$ cat src/rtl/core/knn1d_ram.sv
// Generic single-write, single-read RAM with registered read data.
module knn1d_ram #(
  parameter int WIDTH = 32,
  parameter int DEPTH = 64
) (
  input  logic                     clk,
  input  logic                     we,
  input  logic [$clog2(DEPTH)-1:0] waddr,
  input  logic [WIDTH-1:0]         wdata,
  input  logic [$clog2(DEPTH)-1:0] raddr,
  output logic [WIDTH-1:0]         rdata
);

  logic [WIDTH-1:0] mem [DEPTH];
  logic [WIDTH-1:0] rdata_r;

  always_ff @(posedge clk) begin
    if (we) begin
      mem[waddr] <= wdata;
    end
    rdata_r <= mem[raddr];
  end

  assign rdata = rdata_r;

endmodule

$ cat config.mk
export PLATFORM = sky130hd
export DESIGN_NAME = knn1d_ram
export DESIGN_NICKNAME = d
export VERILOG_FILES = /design/src/rtl/core/knn1d_ram.sv
export SDC_FILE = /design/constraint.sdc
export NUM_CORES = 2
export LEC_CHECK = 0
export BUFFER_PORTS_ARGS = -buffer_cell sky130_fd_sc_hd__buf_2
export CAP_MARGIN = 20
export CORE_ASPECT_RATIO = 1.1
export CORE_UTILIZATION = 50
export CTS_BUF_LIST = sky130_fd_sc_hd__clkbuf_16
export CTS_CLUSTER_DIAMETER = 50
export CTS_CLUSTER_SIZE = 40
export DETAILED_ROUTE_END_ITERATION = 16
export PLACE_DENSITY = 0.65
export SYNTH_ARGS = -nofsm -noshare
export SYNTH_HDL_FRONTEND = slang
export SYNTH_SLANG_ARGS = --single-unit
$ cat constraint.sdc
create_clock -name clk -period 7 [get_ports clk]
set_input_delay 1.4 -clock clk [delete_from_list [all_inputs] [get_ports clk]]
set_output_delay 1.4 -clock clk [all_outputs]
set_load 0.005 [all_outputs]
==> results.sh <==
export IMPL_run_status="finished, final reports clean"
export IMPL_area_of_the_mapped_netlist_um2=78500
export IMPL_static_leakage_power_nw=27.1
export IMPL_initial_utilization=0.503
export IMPL_worst_ep_required_time_ns=7.68
export IMPL_final_cell_count_no_fill=5721
export IMPL_maxSlewHeadroom=0.228
export IMPL_globalRoute_totalOverflow=0
export IMPL_clock_skew_final_ns=0.0429
export IMPL_die_w_um=380
export IMPL_place_area_um2=82200
export IMPL_critical_path_start_type="input port"
export IMPL_holdBufCountCts=0
export IMPL_hpwlAfterDp_mm=109
export IMPL_most_common_layout_cells="2048 x edfxtp_1, 544 x mux4_2, 154 x clkbuf_16"
export IMPL_fin_tns_setup_ns=0
export IMPL_synth_enable_flop_cells=2048
export IMPL_cts_buffers_inserted=148
export IMPL_path_max_fanout=69
export IMPL_crit_path_top_delay_cell="o22ai_1"
export IMPL_cts_tree="done"
export IMPL_mostFrequentLayoutCell="edfxtp_1"
export IMPL_wire_length_reported_by_the_detailed_router_mm=198
export IMPL_holdCritStartpoint="mem[12][17]"
export IMPL_synth_async_sr_flop_share=0
export IMPL_drt_pass1_iter_count=5
export IMPL_max_cap_viol_count=0
export IMPL_io_buffers=77
export IMPL_worstSetupStartpoint="raddr[0]"
export IMPL_max_clock_path_buffers=3
export IMPL_ys_dominant_reg_cell="edfxtp_1"
export IMPL_dpl_cell_count=5423
export IMPL_utilization=0.563
export IMPL_cts_root_buf="clkbuf_16"
export IMPL_postCtsSetupBuffers=0
export IMPL_worstRegToRegCells=4
export IMPL_clk_latency_ns=0.82
export IMPL_period_needed_ns=3.98
export IMPL_drc=0
export IMPL_finalHoldViolCount=0
export IMPL_syn_mean_instance_area_um2=23.6
export IMPL_layout_setup_ws_ns=3.02
export IMPL_critPathMaxStageDelay_ns=0.77
export IMPL_slew_violations=0
export IMPL_sequential_element_share_of_the_synthesized_area=0.791
export IMPL_route_vias_total=36700
export IMPL_grt_total_usage=0.251
export IMPL_dieArea_um2=159000
export IMPL_synth_cells=3324
export IMPL_number_of_different_library_cells_in_the_post_synthesis_netlist=34
export IMPL_dr_first_iter_drc_count=4725
export IMPL_endpoint_kind_of_the_worst_setup_timing_path="register"
export IMPL_stdcell_area_um2=87900
export IMPL_hold_class="reg2reg"
export IMPL_min_to="rdata[17]"
export IMPL_dp_slack_ns=2.08
export IMPL_grt_antenna_before_repair=17
export IMPL_drtAntennaViolNets=0
export IMPL_synthesis_nets=3370
export IMPL_grt_start_max_net_pins=100
export IMPL_area_growth_synth_to_final_pct=11.9
export IMPL_h_tree_depth=4
export IMPL_setup_violations_final=0
export IMPL_cp_data_arrival_time_ns=4.66
export IMPL_grt_pass1_vias=36400
export IMPL_die_height_um=418
export IMPL_path_cells="buf_8 -> buf_12 -> mux4_2 -> mux4_2 -> o22ai_1 -> nor2_1"
export IMPL_peakVddDrop_uv=276
export IMPL_rsz_0062_raised_after_global_routing="false"
export IMPL_ioPinCount=78
export IMPL_power_density_nw_per_um2=278
export IMPL_ys_warnings_count=0
export IMPL_worst_r2r_setup_slack_ns=4.58
export IMPL_cts_repair_resize_count=0
export IMPL_maxClockFrequency_mhz=251
export IMPL_fp_row_count=152
export IMPL_power_total_mw=24.5
export IMPL_detail_route_wl_per_cell_um=34.6
export IMPL_gpl_final_weighted_congestion=0.782
export IMPL_finalNetCount=3556
export IMPL_final_hold_worst_slack_ns=0.763
export IMPL_timing_rr_start="mem[17][13]"
export IMPL_final_layout_size_suffix_gt1_frac=0.302
export IMPL_r2r_end="rdata[13]"
export IMPL_crit_path_frequent_cell="mux4_2"
export IMPL_postSynthRegisterBits=2080
export IMPL_cts_sink_count=2080
export IMPL_average_via_count_per_standard_cell=6.41
export IMPL_critPathKind="in2reg"
export IMPL_min_period_over_period=0.569
export IMPL_fillCellCount=11300
export IMPL_grt_first_pass_wirelength_mm=278
export IMPL_clk_pin_slew_worst_paths_ns=0.08
export IMPL_worstHoldPathCells=4
export IMPL_core_area_um2=156000
export IMPL_tightest_slew_ns=1.16
## logic make-up (layout without fill, tap and decap cells)
family	after synthesis	count (layout)	synth area share
AO/OA/AOI/OAI	202	202	0.0167
AND/OR/NAND/NOR	223	223	0.0127
buffers and inverters	182	493	0.0113
multiplexers	637	637	0.168
other	0	7	0
flip-flops	2080	2080	0.791
## cell type report
| type | instances | area [um2] | share of cell area |
|---|---|---|---|
| sequential | 2080 | 62100 | 0.707 |
| multi-input combinational | 1062 | 16000 | 0.182 |
| clock buffer | 154 | 3850 | 0.0439 |
| tap | 2079 | 2600 | 0.0296 |
| timing repair buffer | 218 | 1830 | 0.0209 |
| clock inverter | 121 | 1460 | 0.0166 |
| antenna | 7 | 17.5 | 0.000199 |
## power breakdown
part           total, mW  switching [mW]  internal (mW)
registers           13.8          0.0658           13.8
clock network       9.39            4.70           4.68
logic               1.24           0.767          0.470
## registers in the layout (all words and copies together) (netlist names)
| register | cells |
|---|---|
| mem | 2048 |
| rdata | 32 |
## synth_stat cells (all sizes together) (5+ instances only)
master / count / area, um2
nor2: 137 / 514
mux4: 544 / 12300
a311oi: 8 / 70.1
o221ai: 27 / 236
o22ai: 84 / 526
nand3b: 5 / 37.5
nor3: 7 / 35.0
or3b: 5 / 43.8
buf: 108 / 608
nand2: 26 / 97.6
a21oi: 62 / 310
dfxtp: 32 / 641
nor2b: 15 / 93.8
nand2b: 8 / 50.1
mux2i: 93 / 931
a22oi: 12 / 90.1
nand3: 5 / 25.0
clkbuf: 74 / 278
edfxtp: 2048 / 61500
## how the worst max path moves through the flow
stage | endpoint
global route | rdata[13]
detailed placement | rdata[13]
CTS | rdata[13]
global placement | rdata[13]
floorplan | mem[48][0]
finish | rdata[13]
## worst max-delay path: cells and delay by family
family / cells / cell delay (ns)
multiplexers: 2 / 1.17
buffers and inverters: 2 / 1.06
AO/OA/AOI/OAI: 1 / 0.77
AND/OR/NAND/NOR: 1 / 0.10
## layer usage
metal / vias to the layer above / global-route usage / share of wire
met5: - / 0 / 0.00037
met4: 14 / 0.0662 / 0.023
li1: 14600 / - / -
met2: 1750 / 0.404 / 0.49
met3: 275 / 0.0457 / 0.091
met1: 20000 / 0.359 / 0.40
(Power assumes the default switching activity.)
