## src/rtl/core/knn1d_cell.sv

```systemverilog
// Insertion-sort cell: keeps the smallest distance seen, passes the larger one on.
module knn1d_cell #(
  parameter int DW = 33
) (
  input  logic          clk,
  input  logic          rst_n,
  input  logic          clr,
  input  logic          in_vld,
  input  logic [DW-1:0] in_dist,
  output logic          out_vld,
  output logic [DW-1:0] out_dist,
  output logic [DW-1:0] held
);

  logic          held_vld_r;
  logic [DW-1:0] held_r;
  logic          out_vld_r;
  logic [DW-1:0] out_dist_r;

  always_ff @(posedge clk) begin
    if (!rst_n || clr) begin
      held_vld_r <= 1'b0;
      out_vld_r  <= 1'b0;
    end else begin
      out_vld_r <= in_vld && held_vld_r;
      if (in_vld) begin
        if (!held_vld_r) begin
          held_vld_r <= 1'b1;
          held_r     <= in_dist;
        end else if (in_dist < held_r) begin
          // keep the smaller one, push the old value down the chain
          held_r     <= in_dist;
          out_dist_r <= held_r;
        end else begin
          out_dist_r <= in_dist;
        end
      end
    end
  end

  assign out_vld  = out_vld_r;
  assign out_dist = out_dist_r;
  assign held     = held_r;

endmodule

```

## config.mk

```make
export PLATFORM = sky130hd
export DESIGN_NAME = knn1d_cell
export DESIGN_NICKNAME = d
export VERILOG_FILES = /design/src/rtl/core/knn1d_cell.sv
export SDC_FILE = /design/constraint.sdc
export NUM_CORES = 1
export LEC_CHECK = 0
export ABC_AREA = 0
export BUFFER_PORTS_ARGS = -buffer_cell sky130_fd_sc_hd__buf_2
export CAP_MARGIN = 15
export CORE_UTILIZATION = 59
export CTS_CLUSTER_DIAMETER = 60
export DETAILED_ROUTE_END_ITERATION = 6
export GPL_ROUTABILITY_DRIVEN = 1
export MAX_ROUTING_LAYER = met4
export PLACE_DENSITY = 0.87
export REMOVE_ABC_BUFFERS = 1
export SYNTH_ARGS = -nofsm -noshare
export SYNTH_HDL_FRONTEND = slang
export SYNTH_SLANG_ARGS = --single-unit
export TNS_END_PERCENT = 20
```

## constraint.sdc

```tcl
create_clock -name clk -period 5.02 [get_ports clk]
set_input_delay 0.251 -clock clk [delete_from_list [all_inputs] [get_ports clk]]
set_output_delay 0.251 -clock clk [all_outputs]
set_load 0.01 [all_outputs]
```

==> results of run 1 <==
==> registers in the layout, indices dropped and copies added, names as in the netlist <==
signal	flops
out_vld	1
held_vld_r	1
held	33
out_dist	33
==> worst register-to-register path, cell delays in order, from the launching register on <==
cell and delay [ns]:
edfxtp_1 0.38, inv_1 0.06, ha_1 0.31, nand4_1 0.24, nor4_4 0.79, buf_4 0.55, nand4_1 0.14, and4b_1 0.50
buf_4 0.35
==> cell type report <==
type | instances | area share
multi-input combinational | 256 | 0.400
inverter | 33 | 0.0244
timing repair buffer | 112 | 0.115
sequential | 68 | 0.399
clock buffer | 9 | 0.0244
tap | 96 | 0.0237
clock inverter | 7 | 0.0133
==> logic make-up (layout without fill, tap and decap cells) <==
logic type	after synthesis	in the layout	share of synthesized area
compound gates	161	161	0.282
fa+ha+maj	32	32	0.0926
buf+inv	67	161	0.0675
simple gates	63	63	0.0898
flops	68	68	0.468
==> how the worst min path moves through the flow <==
stage,startpoint,end,slack (ns),cells past startpoint
global route,in_dist[19],held[19],0.11,1
floorplan,in_dist[0],held[0],0.35,0
CTS,in_dist[19],held[19],0.11,1
global placement,in_dist[30],held[30],0.48,1
detailed placement,in_dist[19],held[19],0.49,1
finish,in_dist[19],held[19],0.11,1
==> synthesized netlist by cell type (3+ instances only) <==
| master | count | share of area |
|---|---|---|
| edfxtp_1 | 66 | 0.46 |
| o21ai_0 | 40 | 0.046 |
| and3_1 | 35 | 0.051 |
| a32oi_1 | 33 | 0.067 |
| inv_1 | 33 | 0.029 |
| ha_1 | 32 | 0.093 |
| o21ai_1 | 32 | 0.037 |
| o211ai_2 | 30 | 0.087 |
| clkbuf_1 | 27 | 0.023 |
| a21oi_1 | 12 | 0.014 |
| nand2_1 | 8 | 0.0069 |
| nand4_1 | 8 | 0.012 |
| buf_6 | 5 | 0.013 |
| nand3_1 | 3 | 0.0035 |
| nor2_1 | 3 | 0.0026 |
| o211ai_1 | 3 | 0.0052 |
==> report_power, final <==
| part | leakage (uW) | switching (uW) | internal [uW] |
|---|---|---|---|
| clock network | 0.0000910 | 229 | 226 |
| registers | 0.000618 | 6.90 | 639 |
| logic | 0.00144 | 128 | 70.8 |
| total | 0.00215 | 364 | 936 |
==> routing by layer <==
metal  global-route usage  vias to the layer above
met5                    -                        -
met4                0.125                        0
met3               0.0594                       21
met2                0.501                      214
met1                0.387                     1807
li1                     -                     1735
==> per-stage QoR <==
| stage | std cells | instance area [um2] | hold slack, ns | power, uW | worst slack (ns) |
|---|---|---|---|---|---|
| finish | 581 | 5070 | 0.110 | 1300 | 1.43 |
| global route | 581 | 5070 | 0.115 | 1340 | 1.17 |
| CTS | 581 | 5070 | 0.105 | 1300 | 1.48 |
| detailed placement | 565 | 4880 | 0.489 | 853 | 1.52 |
| global placement | 565 | 4880 | 0.479 | 843 | 1.65 |
| floorplan | 357 | 4150 | 0.350 | 771 | 0.817 |
==> summary.md, run 1 <==
| Metric | Value |
|---|---|
| RSZ-0062 raised after global routing | `no` |
| Worst Skew | `0.0123 ns` |
| Total gr overflow | `0` |
| CTS tree | `built` |
| Worst r2r src | `held[31]` |
| Drt pass-1 iters | `5` |
| Antenna Nets Post-Route | `0` |
| Reg2reg end | `held[16]` |
| First-pass GRT wire length | `between 15,000 and 20,000 um` |
| Yosys warns | `0` |
| Layout cells sized above 1 | `0.336` |
| Top achievable clock speed | `approximately 280 MHz` |
| Top delay family on crit path | `simple AND/OR/NAND/NOR gates` |
| Pwr per Cell Area | `between 200 and 300 mW/mm2` |
| Largest buffer count on any clock path | `2` |
| Synth cell types | `34` |
| Syn_area_per_cell | `between 10 and 15 um2` |
| Largest net degree at the start of global routing | `54` |
| Max VDD drop | `about 150 uV` |
| Most common cell after layout, fill and taps aside | `buf_2` |
| DR WL met3 | `approximately 990 um` |
| Via density | `about 6.5` |
| Tot GR Track Use | `0.311` |
| Worst setup SP type | `flop` |
| Skew-Pair Late Insertion Delay | `between 0.3 and 0.4 ns` |
| Multi-input logic area | `0.00203 mm2` |
| Crit path cell chain | `inv_1 -> ha_1 -> nand4_1 -> nor4_4 -> buf_4 -> nand4_1 -> and4b_1 -> buf_4` |
| Slew of the pin with the lowest slew margin | `between 0.7 and 0.8 ns` |
| Synth Cell Area | `roughly 0.0043 mm2` |
| CP Depth | `8` |
| Number of buffers created by CTS | `9` |
| Fillers | `~500` |
| Ys async rst share | `0` |
| DRC errors left | `0` |
| Post-CTS Resized | `0` |
| Post-DP HPWL | `approximately 7300 um` |
| #FFs+latches synth | `68` |
| DRT met1 WL | `4420 um` |
| R2r worst-path depth | `8` |
| Vias in the first global route | `3,556` |
| Final WL | `about 11,000 um` |
| Hold buffer count at CTS | `0` |
| Status | `completed` |
| Critical path origin | `held[31]` |
| Fin Setup TNS | `0 ns` |
| Setup CP Type | `flop to flop` |
| Clock Pin Slew Worst Setup and Hold Paths | `0.09 ns` |
| Starting Density | `0.622` |
| Main synth FF type | `edfxtp_1` |
| Setup bufs post-CTS | `0` |
| Cells after synthesis | `between 300 and 400` |
| Total area of sequential cells | `just over 0.002 mm2` |
| Crit-path slowest cell | `nor4_4` |
| Final Cycle Share | `0.714` |
| Final net count | `approximately 550` |
| Die width | `between 80 and 90 um` |
| WL/cell | `about 19 um` |
| CP arrival | `between 3 and 4 ns` |
| WL met2 | `5630 um` |
| Endpoint type of the worst setup path | `flop` |
| Rows | `30` |
| Crit path to | `held[16]` |
| I/O pin cnt | `approximately 100` |
| Port buffer count | `103` |
| Sequential area share after synthesis | `0.468` |
| Bufs and invs on worst path | `3` |
| Min cycle time layout | `~3.6 ns` |
| Pleak | `around 0.0022 uW` |
| Finished Core Util | `0.730` |
| Max FO, Critical Path | `53` |
| Root Driver | `clkbuf_8` |
| Post-synth EDFFs | `between 60 and 70` |
| Ant diodes | `0` |
| Area growth from synthesis to layout | `17.3%` |
| R2R Setup Slk | `roughly 1.4 ns` |
| Initial DRC count | `~370` |
| Die area | `roughly 0.0077 mm2` |
| H-tree depth | `3` |
| CP peak stage delay | `approximately 0.79 ns` |
| Total clock sinks | `about 70` |
| Core area | `0.00694 mm2` |
| Slew headroom | `0.470` |
| Pins Over Slew Limit | `0` |
| Crit path required time | `about 5.1 ns` |
| Max-cap violations | `0` |
| RePlAce Congestion | `0.841` |
| DR vias | `3,777` |
| Worst hold path type | `primary input to flop` |
| Final hold violation count | `0` |
| # setup viols final | `0` |
| Most frequent cells in the layout | `103 x buf_2, 66 x edfxtp_1, 40 x o21ai_0` |
| Initial antenna violation count | `0` |
| Uppermost routed layer | `met4` |
| DIE HEIGHT | `87.6 um` |
Power figures use the tool's default switching activity.
==> run 2, diff against run 1 <==
CORE_UTILIZATION = 49   (was 59)
PLACE_DENSITY = 0.77   (was 0.87)
clock period = 3 ns   (was 5.02 ns; I/O delays follow)
==> summary.md, run 2 (same netlist as run 1, synthesis figures left out) <==
| Metric | Value |
|---|---|
| Final Cycle Share | `0.943 (+0.229)` |
| Post-DP HPWL | `7670 um (+4.4%)` |
| Final WL | `11,500 um (+2.7%)` |
| GRT busiest layer | `met2` |
| Largest buffer count on any clock path | `2 (unchanged)` |
| Max-cap violations | `0 (unchanged)` |
| Fin Setup TNS | `0 ns (unchanged)` |
| Status | `completed` |
| Critical path origin | `held[31]` |
| Top achievable clock speed | `354 MHz (+27%)` |
| Met1 Usage GRT | `0.353 (-0.0347)` |
| Post-route insts no fill | `599 (+3.1%)` |
| Clock Pin Slew Worst Setup and Hold Paths | `0.08 ns (about the same)` |
| WL/cell | `19.3 um (-0.42%)` |
| Initial DRC count | `393 (+7.1%)` |
| Sw frac | `0.275 (-0.00526)` |
| Area growth from synthesis to layout | `19.2%` |
| Worst hold path type | `primary input to flop` |
| Met2 usage | `0.414 (-0.0871)` |
| Root Driver | `clkbuf_8` |
| Final hold violation count | `0 (unchanged)` |
| Largest net degree at the start of global routing | `36 (-33%)` |
| Worst Skew | `0.00899 ns (-0.00327 ns)` |
| Port buffer count | `103 (unchanged)` |
| Setup CP Type | `flop to flop` |
| Worst r2r src | `held[31]` |
| First-pass GRT wire length | `17,900 um (+2.7%)` |
| Rows | `33 (+10%)` |
| I/O pin cnt | `104 (unchanged)` |
| Combinational power share | `0.156 (+0.003)` |
| DIE HEIGHT | `95.9 um (+9.5%)` |
| Most common cell after layout, fill and taps aside | `buf_2` |
| Antenna Nets Post-Route | `0 (unchanged)` |
| CTS tree | `built` |
| Number of buffers created by CTS | `9 (unchanged)` |
| Total clock sinks | `68 (unchanged)` |
| Slew headroom | `0.484 (+0.0143)` |
| Worst setup SP type | `flop` |
| Via density | `6.50 (about the same)` |
| Die width | `95.9 um (+9.5%)` |
| Skew-Pair Late Insertion Delay | `0.36 ns (about the same)` |
| Layout cells sized above 1 | `0.340 (+0.00400)` |
| Die area | `0.00920 mm2 (+20%)` |
| Vias in the first global route | `3,610 (+1.5%)` |
| Clock share of power | `0.345 (-0.006)` |
| Met3 global-route usage | `0.0434 (-0.0159)` |
| H-tree depth | `3 (unchanged)` |
| Endpoint type of the worst setup path | `flop` |
| Pint | `1570 uW (+68%)` |
| Hold buffer count at CTS | `0 (unchanged)` |
| Net Switching | `595 uW (+64%)` |
| Initial antenna violation count | `0 (unchanged)` |
| Most frequent cells in the layout | `103 x buf_2, 66 x edfxtp_1, 40 x o21ai_0` |
| Finished Core Util | `0.615 (-0.115)` |
| Ant diodes | `0 (unchanged)` |
| DR vias | `3,893 (+3.1%)` |
| R2R Setup Slk | `0.17 ns (-1.26 ns)` |
| # setup viols final | `0 (unchanged)` |
| Fillers | `714 (+43%)` |
| Pleak | `0.00219 uW (+1.9%)` |
| Placed insts | `580 (+2.7%)` |
| Seq pwr share | `0.499 (+0.002)` |
| Final net count | `558 (+1.6%)` |
| DRC errors left | `0 (unchanged)` |
| Min cycle time layout | `2.83 ns (-0.757 ns)` |
| Tot GR Track Use | `0.268 (-0.0428)` |
| Total gr overflow | `0 (unchanged)` |
| Crit path required time | `3.07 ns (-2.05 ns)` |
| Pins Over Slew Limit | `0 (unchanged)` |
| Max VDD drop | `251 uV (+72%)` |
| CP arrival | `2.90 ns (-0.79 ns)` |
| Max FO, Critical Path | `33 (-38%)` |
| Drt pass-1 iters | `5 (unchanged)` |
| RSZ-0062 raised after global routing | `no` |
| Slew of the pin with the lowest slew margin | `0.774 ns (-0.0156 ns)` |
| Starting Density | `0.516 (-0.107)` |
| Core area | `0.00838 mm2 (+21%)` |
| Pwr per Cell Area | `420 mW/mm2 (+64%)` |
| RePlAce Congestion | `0.878 (+4.4%)` |
| Hold Path Origin | `in_dist[8]` |
[run 2: worst max-delay path, cell delays in order, from the launching register on]
cell and delay, ns:
edfxtp_1 0.37, inv_1 0.05, ha_1 0.32, nand4_1 0.26, nor3_1 0.30, a221o_1 0.49
a211o_4 0.53, o211ai_1 0.19
[run 2: area by class of cell]
| type | count | area [um2] | area share |
|---|---|---|---|
| Clock buffer | 11 | 131 | 0.0255 |
| Clock inverter | 5 | 52.6 | 0.0102 |
| Inverter | 33 | 124 | 0.0240 |
| Multi-Input combinational cell | 256 | 2030 | 0.393 |
| Sequential cell | 68 | 2020 | 0.393 |
| Tap cell | 105 | 131 | 0.0255 |
| Timing Repair Buffer | 121 | 663 | 0.129 |
[run 2: power groups by stage]
stage,Combinational (uW),Clock (uW),Sequential [uW]
floorplan,182,0,1110
global placement,315,0,1100
detailed placement,329,0,1100
CTS,330,752,1080
global route,367,782,1080
finish,338,747,1080
[run 2: layer usage]
metal,up-vias,part of all wire
li1,1750,-
met1,1896,0.42
met2,233,0.47
met3,14,0.093
met4,0,0.014
met5,-,0
[run 2: final timing paths]
kind,endpoint,cells past startpoint
max reg2reg,out_dist[1],7
min,held[8],1
max,out_dist[1],7
min reg2reg,out_vld,1
[run 2: per-stage QoR]
step                      hold WS, ns  power, uW  worst slack, ns  instance area [um2]
after floorplan                 0.249       1290            -1.20                 4150
after global placement          0.378       1420            0.266                 4940
after detailed placement        0.386       1430            0.166                 4940
after CTS                      0.0102       2160            0.157                 5130
after global routing           0.0201       2230           0.0511                 5150
final                          0.0269       2170            0.172                 5150
[run 2: timing repair]
| item | in CTS | in global routing |
|---|---|---|
| buffers inserted | 0 | 3 |
| resized for setup | 0 | 0 |
| setup endpoints to repair | 0 | 8 |
